$ cat src/hw/rtl/xtea_pkg.sv
`timescale 1ns / 1ps
// ----------------------------------------------------------------------------
// XTEA decrypt package
// Shared word and key types, stage bus, cipher constants and the mix function.
// ----------------------------------------------------------------------------
package xtea_pkg;

  localparam int WORD_W    = 32;
  localparam int KEY_WORDS = 4;
  localparam int CFG_ADDR_W = 8;

  typedef logic [WORD_W-1:0]                word_t;
  typedef logic [KEY_WORDS-1:0][WORD_W-1:0] key_t;
  typedef logic [CFG_ADDR_W-1:0]            cfg_addr_t;

  // Register indexes on the config port
  localparam cfg_addr_t KEY_IDX_0 = 8'd0;
  localparam cfg_addr_t KEY_IDX_1 = 8'd1;
  localparam cfg_addr_t KEY_IDX_2 = 8'd2;
  localparam cfg_addr_t KEY_IDX_3 = 8'd3;

  // Round constant
  localparam word_t XTEA_DELTA = 32'h9E37_79B9;

  // One block moving down the pipeline
  typedef struct packed {
    logic  valid;
    word_t left;
    word_t right;
  } blk_t;

  // ((x << 4) ^ (x >> 5)) + x, wrapping
  function automatic word_t mix_word(input word_t x);
    mix_word = ((x << 4) ^ (x >> 5)) + x;
  endfunction

endpackage

$ cat src/hw/rtl/xtea_stage.sv
`timescale 1ns / 1ps
// ----------------------------------------------------------------------------
// XTEA half-round stage
// One registered half round: updates either the right or the left half with a
// sum value fixed at elaboration, so the key select is a constant.
// ----------------------------------------------------------------------------
module xtea_stage #(
  parameter bit          LEFT_HALF = 1'b0,
  parameter logic [31:0] SUM       = 32'h0000_0000
) (
  input  logic          clk,
  input  logic          rst_n,
  input  logic          en,
  input  xtea_pkg::key_t key,
  input  xtea_pkg::blk_t blk_in,
  output xtea_pkg::blk_t blk_out
);

  // key word picked by sum bits 1:0 (left) or 12:11 (right)
  localparam logic [1:0] KSEL = LEFT_HALF ? SUM[1:0] : SUM[12:11];

  xtea_pkg::word_t skey;
  xtea_pkg::word_t mix;
  xtea_pkg::word_t left_nxt;
  xtea_pkg::word_t right_nxt;
  logic            valid_r;
  xtea_pkg::word_t left_r;
  xtea_pkg::word_t right_r;

  // half-round datapath
  always_comb begin
    skey = SUM + key[KSEL];
    if (LEFT_HALF) begin
      mix       = xtea_pkg::mix_word(blk_in.right) ^ skey;
      left_nxt  = blk_in.left - mix;
      right_nxt = blk_in.right;
    end else begin
      mix       = xtea_pkg::mix_word(blk_in.left) ^ skey;
      left_nxt  = blk_in.left;
      right_nxt = blk_in.right - mix;
    end
  end

  // valid bit
  always_ff @(posedge clk) begin
    if (!rst_n) begin
      valid_r <= 1'b0;
    end else if (en) begin
      valid_r <= blk_in.valid;
    end
  end

  // payload, no reset
  always_ff @(posedge clk) begin
    if (en) begin
      left_r  <= left_nxt;
      right_r <= right_nxt;
    end
  end

  assign blk_out.valid = valid_r;
  assign blk_out.left  = left_r;
  assign blk_out.right = right_r;

endmodule

$ cat config.mk
export PLATFORM = sky130hd
export DESIGN_NAME = xtea_stage
export DESIGN_NICKNAME = d
export VERILOG_FILES = /design/src/hw/rtl/xtea_pkg.sv /design/src/hw/rtl/xtea_stage.sv
export SDC_FILE = /design/constraint.sdc
export NUM_CORES = 1
export LEC_CHECK = 0
export ABC_CLOCK_PERIOD_IN_PS = 6000
export BUFFER_PORTS_ARGS = -buffer_cell sky130_fd_sc_hd__buf_4
export CORE_UTILIZATION = 45
export CTS_BUF_LIST = sky130_fd_sc_hd__clkbuf_8
export DETAILED_ROUTE_END_ITERATION = 8
export PLACE_DENSITY = 0.77
export SYNTH_ARGS = -nofsm -noshare
export SYNTH_HDL_FRONTEND = slang
export SYNTH_SLANG_ARGS = --single-unit
$ cat constraint.sdc
create_clock -name clk -period 6 [get_ports clk]
set_input_delay 1.5 -clock clk [delete_from_list [all_inputs] [get_ports clk]]
set_output_delay 1.5 -clock clk [all_outputs]
set_load 0.1 [all_outputs]
==> qor.yml, run 1 <==
status: "complete, no violations"
irDropWorstVdd_mv: 0.191
placement.io_buffers: 164
critPathLaunchType: "input port"
grt_use_met1: 0.280
setup-violations-final: 0
grt_pass1_wl_um: 22900
leakagePower_nw: 3.27
track_usage: 0.228
htree_levels: 3
syn_inst: 558
drt-initial-drc-count: 287
wire_per_inst_um: 16.3
grt_max_degree: 66
startpoint: "blk_in[43]"
grt.busiest_layer: "met2"
vias: 4999
cp_data_required_time_ns: 6.10
numCtsBuffers: 9
rrSetupSlack_ns: 5.37
path_clk_slew_ns: 0.06
syn-num-nets: 822
syn-cell-area_um2: 5660
fmax_mhz: 176
yosys.area.top_type_share: 0.340
synth_area_leader_cell: "edfxtp_1"
critPathKind: "input port to flip-flop"
finalCoreUtilization: 0.602
ys_seq_elements: 65
met2_usage: 0.385
ant_nets: 0
hp-class: "flip-flop to flip-flop"
fin_crit_ns: 5.68
multi_input_area_um2: 3600
grt-ovfl-total: 0
cts_max_path_buffers: 2
worstMarginPinSlew_ns: 0.822
syn_avg_cell_area_um2: 10.1
synth.most_common_cell: "ha_1"
crit_end: "right_r[28]"
rr_endpoint: "valid_r"
synth_edf_count: 64
clkLatencyLatePin_ns: 0.36
first_pass_iters: 6
yosys-top-cells-count: "ha_1, xnor2_1, edfxtp_1"
power.density_nw_per_um2: 443
routed_wl_um: 14700
setup.worst_path.end_class: "flip-flop"
num_antenna_cells: 0
dieArea_um2: 13000
cts_resized: 0
yosys_most_used_dff: "edfxtp_1"
antenna_found_initial: 0
drt_drc_violations_left: 0
ys_types: 64
io-pin-count: 261
dp_hpwl_um: 12000
report.power.total_mw: 3.23
nNetsFinal: 997
grt_pass1_vias: 4890
r2r_cells: 2
die_h_um: 114
post_cts_buffers: 0
met3_usage: 0.0318
r2r_start: "valid_r"
cts_tree: "done"
maxSlewViolCount: 0
yosysWarningCount: 0
yosysSeqAreaShare: 0.343
rsz0062_at_grt: "false"
cts_sinks: 65
synth_area_leaders: "edfxtp_1, ha_1, xnor2_1, xor2_1, a21oi_1"
layout_worst_path_cycle_share: 0.947
arrival_ns: 5.78
hold_buffers: 0
finClkSkew_ns: 0
finalHoldViolCount: 0
seqCellArea_um2: 1940
coreArea_um2: 12100
rows: 40
max_slew_margin: 0.452
maxCapViolations: 0
nFillCells: 1032
routed_via_density: 5.52
area.growth.synth_to_final_pct: 28.9
initial_core_util: 0.467
gp_congestion: 0.903
path_max_fanout: 6
layout-drive-gt1-share: 0.269
cts-root-buf: "clkbuf_8"
postSynth.asyncResetShare: 0
die_x_um: 114
## kinds of logic after synthesis
family	Yosys count	share of synthesized area
xor+xnor	111	0.172
mux	2	0.00354
simple gates	110	0.0973
buf+inv	34	0.0234
compound gates	168	0.208
fa+ha+maj	68	0.153
flops	65	0.343
## power breakdown
part	switching, mW	total, mW	internal, mW
Combinational	1.55	2.22	0.673
Clock	0.156	0.294	0.138
Sequential	0.0330	0.712	0.679
Total	1.74	3.23	1.49
## how the worst min path moves through the flow
stage / endpoint / slack (ns) / startpoint / cells after the start
2_1_floorplan: valid_r / 0.48 / valid_r / 2
3_3_place_gp: valid_r / 0.50 / valid_r / 2
3_5_place_dp: valid_r / 0.55 / valid_r / 2
4_1_cts: valid_r / 0.57 / valid_r / 2
5_1_grt: valid_r / 0.60 / valid_r / 2
6_report: valid_r / 0.56 / valid_r / 2
## final cells by class
type	instances	share of cell area
clock inverter	6	0.00309
sequential	65	0.266
tap	168	0.0288
clock buffer	9	0.0170
timing repair buffer	173	0.178
multi-input combinational	459	0.494
inverter	25	0.0129
## metal layers
layer	up-vias	wire length (um)
met5	-	0
met4	0	553
met3	37	691
met2	185	7100
met1	2330	6380
li1	2447	-
## state kept, by name, indices dropped and copies added (netlist names)
| signal | cells |
|---|---|
| right_r | 32 |
| left_r | 32 |
| valid_r | 1 |
## worst max-delay path, cell delays in order
cell and delay [ns]:
buf_4 0.12, xor2_1 0.23, ha_1 0.31, a21oi_2 0.19, o211ai_1 0.16, a221oi_2 0.32
a31oi_1 0.17, a221o_1 0.36, a21o_1 0.19, a21oi_1 0.16, xnor2_1 0.18, ha_1 0.33
nand4_1 0.16, nor3_1 0.09, a22o_1 0.25, o41ai_4 0.38, a21boi_2 0.15, o31ai_4 0.23
mux2i_1 0.21, nand3_1 0.09
## placed cells by master (no fill, tap or decap), drive strengths merged, types with 3 or more instances in the layout
master / synthesis / layout
a31oi: 12 / 12
o21bai: 11 / 11
nand3: 9 / 9
clkbuf: 7 / 9
and4: 3 / 3
ha: 66 / 66
nor2: 21 / 21
a211oi: 5 / 5
o211ai: 4 / 4
nand4: 8 / 8
xor2: 46 / 46
and3: 8 / 8
nor3: 10 / 10
a21oi: 44 / 44
o21a: 3 / 3
a22o: 3 / 3
nor2b: 7 / 7
a21boi: 6 / 6
xnor2: 65 / 65
edfxtp: 64 / 64
nand2: 30 / 30
a21o: 24 / 24
buf: 2 / 173
inv: 25 / 30
o31a: 3 / 3
a221oi: 4 / 4
o21ai: 27 / 27
nand2b: 5 / 5
## metrics by stage
step | area (um^2) | std cells | worst slack (ns) | setup TNS (ns) | hold WS [ns]
floorplan | 5660 | 558 | 0.456 | 0 | 0.484
global placement | 7130 | 890 | 0.0282 | 0 | 0.502
detailed placement | 7130 | 890 | -0.0209 | -0.0209 | 0.550
CTS | 7270 | 905 | 0.363 | 0 | 0.570
global route | 7290 | 905 | 0.00386 | 0 | 0.604
finish | 7290 | 905 | 0.320 | 0 | 0.563
(Power assumes the default switching activity.)
==> inputs of run 2 (changes only) <==
BUFFER_PORTS_ARGS = not set   (was -buffer_cell sky130_fd_sc_hd__buf_4)
DONT_BUFFER_PORTS = 1   (was not set)
PLACE_DENSITY = not set   (was 0.77)
==> qor.yml, run 2 (synthesis results as in run 1) <==
antenna_found_initial: 0  # unchanged
cts-root-buf: "clkbuf_8"
worstMarginPinSlew_ns: 0.966  # +0.144 ns
arrival_ns: 5.64  # -0.14 ns
gp_congestion: 0.855  # -5.3%
nFillCells: 1145  # +11%
final_area_um2: 6110  # -16%
setup-violations-final: 0  # unchanged
rsz0062_at_grt: "false"
fin_crit_ns: 5.50  # -0.176 ns
routed_wl_um: 13800  # -6.2%
post_cts_buffers: 0  # unchanged
placed_cell_area_um2: 5880  # -17%
first_pass_iters: 5  # -1
cts_resized: 0  # unchanged
holdWs_ns: 1.03  # +0.462 ns
track_usage: 0.219  # -0.00840
htree_levels: 3  # unchanged
dieArea_um2: 13000  # unchanged
placement.io_buffers: 0  # -100%
critPathLaunchType: "input port"
grt_pass1_wl_um: 21600  # -5.7%
coreArea_um2: 12100  # unchanged
hold_buffers: 0  # unchanged
clkLatencyLatePin_ns: 0.37  # about the same
power.density_nw_per_um2: 510  # +15%
drt-initial-drc-count: 265  # -7.7%
mostFrequentLayoutCell: "ha_1"
area.growth.synth_to_final_pct: 7.94
die_h_um: 114  # unchanged
path_max_fanout: 5  # -1
initial_core_util: 0.467  # unchanged
dp_hpwl_um: 11000  # -7.9%
die_x_um: 114  # unchanged
final_cell_mix: "ha_1, xnor2_1, edfxtp_1, xor2_1, a21oi_1"
max_slew_margin: 0.355  # -0.0972
layout-drive-gt1-share: 0.0647  # -0.204
largestRegisters: "left_r (32), right_r (32), valid_r (1)"
numCtsBuffers: 9  # unchanged
cts_max_path_buffers: 2  # unchanged
io-pin-count: 261  # unchanged
maxSlewViolCount: 0  # unchanged
cts_tree: "done"
layout_worst_path_cycle_share: 0.917  # -0.0293
ant_nets: 0  # unchanged
setup.worst_path.end_class: "flip-flop"
worst_slack_ns: 0.496  # +0.176 ns
routed_via_density: 5.68  # +2.8%
grt_pass1_vias: 4180  # -15%
fmax_mhz: 182  # +3.2%
rows: 40  # unchanged
status: "complete, no violations"
grt_max_degree: 66  # unchanged
report.power.total_mw: 3.11  # -3.5%
irDropWorstVdd_mv: 0.198  # +3.7%
drt_drc_violations_left: 0  # unchanged
finClkSkew_ns: 0  # unchanged
cts_sinks: 65  # unchanged
leakagePower_nw: 2.48  # -24%
finalHoldViolCount: 0  # unchanged
num_antenna_cells: 0  # unchanged
grt-ovfl-total: 0  # unchanged
tns_ns: 0  # unchanged
critPathKind: "input port to flip-flop"
cp_data_required_time_ns: 6.13  # +0.03 ns
maxCapViolations: 0  # unchanged
pre_cts_slack_ns: 0.105  # +0.126 ns
wire_per_inst_um: 18.7  # +15%
nNetsFinal: 831  # -17%
hp-class: "flip-flop to flip-flop"
path_clk_slew_ns: 0.09  # +0.03 ns
vias: 4202  # -16%
## run 2: cell types whose count changed in the layout (fill, tap and decap cells not counted), sizes merged
cell,delta
buf,-166
inv,-3
bufinv,+2
clkinvlp,+2
## run 2: power breakdown
part / internal, mW / switching, mW / leakage (nW)
Clock: 0.237 / 0.204 / 0.106
Sequential: 0.690 / 0.911 / 0.635
Combinational: 0.486 / 0.587 / 1.74
Total: 1.41 / 1.70 / 2.48
## run 2: final timing paths
path                                     to        from  cells past startpoint  slack (ns)
worst max register to register      valid_r     valid_r                      2        4.68
worst min-delay path                valid_r     valid_r                      2        1.03
worst min register to register      valid_r     valid_r                      2        1.03
worst max-delay path            right_r[28]  blk_in[43]                     19        0.50
## run 2: worst max-delay path, stage by stage
cell      delay, ns
xor2_1         0.20
ha_1           0.30
a21oi_1        0.21
o211ai_1       0.14
a221oi_2       0.31
a31oi_1        0.16
a221o_1        0.36
a21o_1         0.19
a21oi_1        0.17
xnor2_1        0.18
ha_1           0.33
nand4_1        0.15
nor2_1         0.07
a22o_1         0.26
o41ai_2        0.44
a21boi_2       0.14
o31ai_4        0.23
mux2i_1        0.21
nand3_1        0.08
## run 2: area by class of cell
class                   instances  area [um^2]  share of cell area
clock buffers                   9          124              0.0203
clock inverters                 7          101              0.0166
inverters                      25         93.8              0.0154
multi-input cells             459         3580               0.587
flip-flops and latches         65         1940               0.318
well taps                     168          210              0.0344
repair buffers                  7         52.6             0.00860
## run 2: routing by layer
layer / track usage / wire (um)
met2: 0.337 / 6000
met1: 0.292 / 6480
met5: 0 / 0
met4: 0.0935 / 310
met3: 0.0572 / 1020
## run 2: per-stage QoR
stage / cells / utilization
finish: 740 / 0.504
global route: 740 / 0.504
CTS: 740 / 0.504
detailed placement: 724 / 0.486
global placement: 724 / 0.486
floorplan: 558 / -
==> inputs of run 3 (changes only) <==
CORE_AREA = 2 2 101 103   (was not set)
CORE_UTILIZATION = not set   (was 45)
DIE_AREA = 0 0 103 105   (was not set)
PLACE_DENSITY = 0.74   (was not set)
==> qor.yml, run 3 (synthesis results as in run 1) <==
dieArea_um2: 10800  # -17%
cp_data_required_time_ns: 6.12  # about the same
io-pin-count: 261  # unchanged
power.density_nw_per_um2: 506  # -0.71%
finalHoldViolCount: 0  # unchanged
critPathMaxStageDelay_ns: 0.42  # -0.02 ns
path_clk_slew_ns: 0.08  # about the same
grt_pass1_vias: 4373  # +4.6%
cts-root-buf: "clkbuf_8"
num_antenna_cells: 0  # unchanged
grt_max_degree: 66  # unchanged
irDropWorstVdd_mv: 0.280  # +41%
finClkSkew_ns: 0  # unchanged
critPathLaunchType: "input port"
first_pass_iters: 5  # unchanged
critPathKind: "input port to flip-flop"
numCtsBuffers: 9  # unchanged
leakagePower_nw: 2.46  # -0.61%
arrival_ns: 5.72  # +0.08 ns
setup.worst_path.end_class: "flip-flop"
cts_resized: 0  # unchanged
rsz0062_at_grt: "false"
coreArea_um2: 9640  # -20%
layout-drive-gt1-share: 0.0596  # -0.00504
report.power.total_mw: 3.05  # -2.1%
tns_ns: 0  # unchanged
post_cts_buffers: 0  # unchanged
path_cells: "xor2_1, ha_1, a21oi_1, o211ai_1, a221oi_2, a31oi_1, a221o_1, a21o_1, a21oi_1, xnor2_1, ha_1, nand4_1, nor3_1, a22o_1, o41ai_2, a21boi_2, o31ai_4, mux2i_1, nand3_1"
clkLatencyLatePin_ns: 0.35  # -0.02 ns
die_h_um: 105  # -8.0%
antenna_found_initial: 0  # unchanged
vias: 4319  # +2.8%
die_x_um: 103  # -9.8%
maxSlewViolCount: 0  # unchanged
status: "complete, no violations"
maxCapViolations: 0  # unchanged
gp_congestion: 0.931  # +8.8%
finalNonFillerCells: 703  # -5.0%
routed_wl_um: 13500  # -2.2%
cts_sinks: 65  # unchanged
crit_slowest_cell: "o41ai_2"
cts_tree: "done"
largestRegisters: "left_r (32), right_r (32), valid_r (1)"
worstHoldStart: "valid_r"
mostFrequentLayoutCell: "ha_1"
placement.io_buffers: 0  # unchanged
track_usage: 0.252  # +0.0326
drt_drc_violations_left: 0  # unchanged
fmax_mhz: 178  # -1.9%
initial_core_util: 0.587  # +0.120
nNetsFinal: 829  # -0.24%
grt_pass1_wl_um: 21300  # -1.3%
layout_worst_path_cycle_share: 0.935  # +0.0175
setup-violations-final: 0  # unchanged
path_max_fanout: 6  # +1
area.growth.synth_to_final_pct: 6.39
wire_per_inst_um: 19.2  # +2.9%
cts_max_path_buffers: 2  # unchanged
htree_levels: 3  # unchanged
final_cell_mix: "ha_1, xnor2_1, edfxtp_1, xor2_1, a21oi_1"
routed_via_density: 6.14  # +8.2%
dp_hpwl_um: 10800  # -1.9%
grt-ovfl-total: 0  # unchanged
fin_crit_ns: 5.61  # +0.105 ns
place_inst: 687  # -5.1%
r2r_start: "valid_r"
startpoint: "blk_in[43]"
max_slew_margin: 0.358  # +0.00313
worstMarginPinSlew_ns: 0.961  # -0.00469 ns
rows: 36  # -10%
drt-initial-drc-count: 317  # +20%
hp-class: "flip-flop to flip-flop"
ant_nets: 0  # unchanged
hold_buffers: 0  # unchanged
-- run 3: cell count changes in the layout (fill, tap and decap cells not counted), sizes merged --
cell,change
buf,-2
clkinvlp,-1
bufinv,-1
clkinv,+2
-- run 3: worst paths after layout --
| kind | to | cells after the start | slack, ns |
|---|---|---|---|
| hold reg to reg | valid_r | 2 | 1.01 |
| setup / recovery | right_r[28] | 19 | 0.39 |
| hold / removal | valid_r | 2 | 1.01 |
| setup reg to reg | valid_r | 2 | 4.70 |
-- run 3: cell type report --
class | count | area (um^2)
fill | 809 | 3620
multi-input combinational | 459 | 3580
sequential | 65 | 1940
tap | 133 | 166
clock buffer | 9 | 124
inverter | 25 | 93.8
clock inverter | 7 | 72.6
timing repair buffer | 5 | 37.5
-- run 3: through the flow --
step	worst slack, ns	cell area [um^2]	utilization	hold slack [ns]
global route	0.0757	6020	0.624	1.03
global placement	0.152	5820	0.604	1.00
CTS	0.378	6020	0.624	1.01
detailed placement	0.00601	5820	0.604	1.00
finish	0.391	6020	0.624	1.01
floorplan	0.456	5660	-	0.484
-- run 3: critical path: cells and delay by family --
kind | cells | cell delay [ns]
AO/OA/AOI/OAI | 11 | 2.72
adder cells (fa/ha/maj) | 2 | 0.61
XOR/XNOR | 2 | 0.35
AND/OR/NAND/NOR | 3 | 0.33
multiplexers | 1 | 0.22
-- run 3: where the power goes --
group	leakage (nW)	switching, mW	internal, mW	total (mW)
registers	0.635	0.911	0.690	1.60
clock network	0.101	0.186	0.192	0.378
logic	1.73	0.588	0.480	1.07
-- run 3: metal layers --
| metal | track usage | vias to the layer above | share of wire |
|---|---|---|---|
| met5 | 0 | - | 0 |
| met4 | 0.0564 | 0 | 0.018 |
| met1 | 0.344 | 1976 | 0.44 |
| met2 | 0.385 | 218 | 0.45 |
| li1 | - | 2098 | - |
| met3 | 0.0849 | 27 | 0.092 |
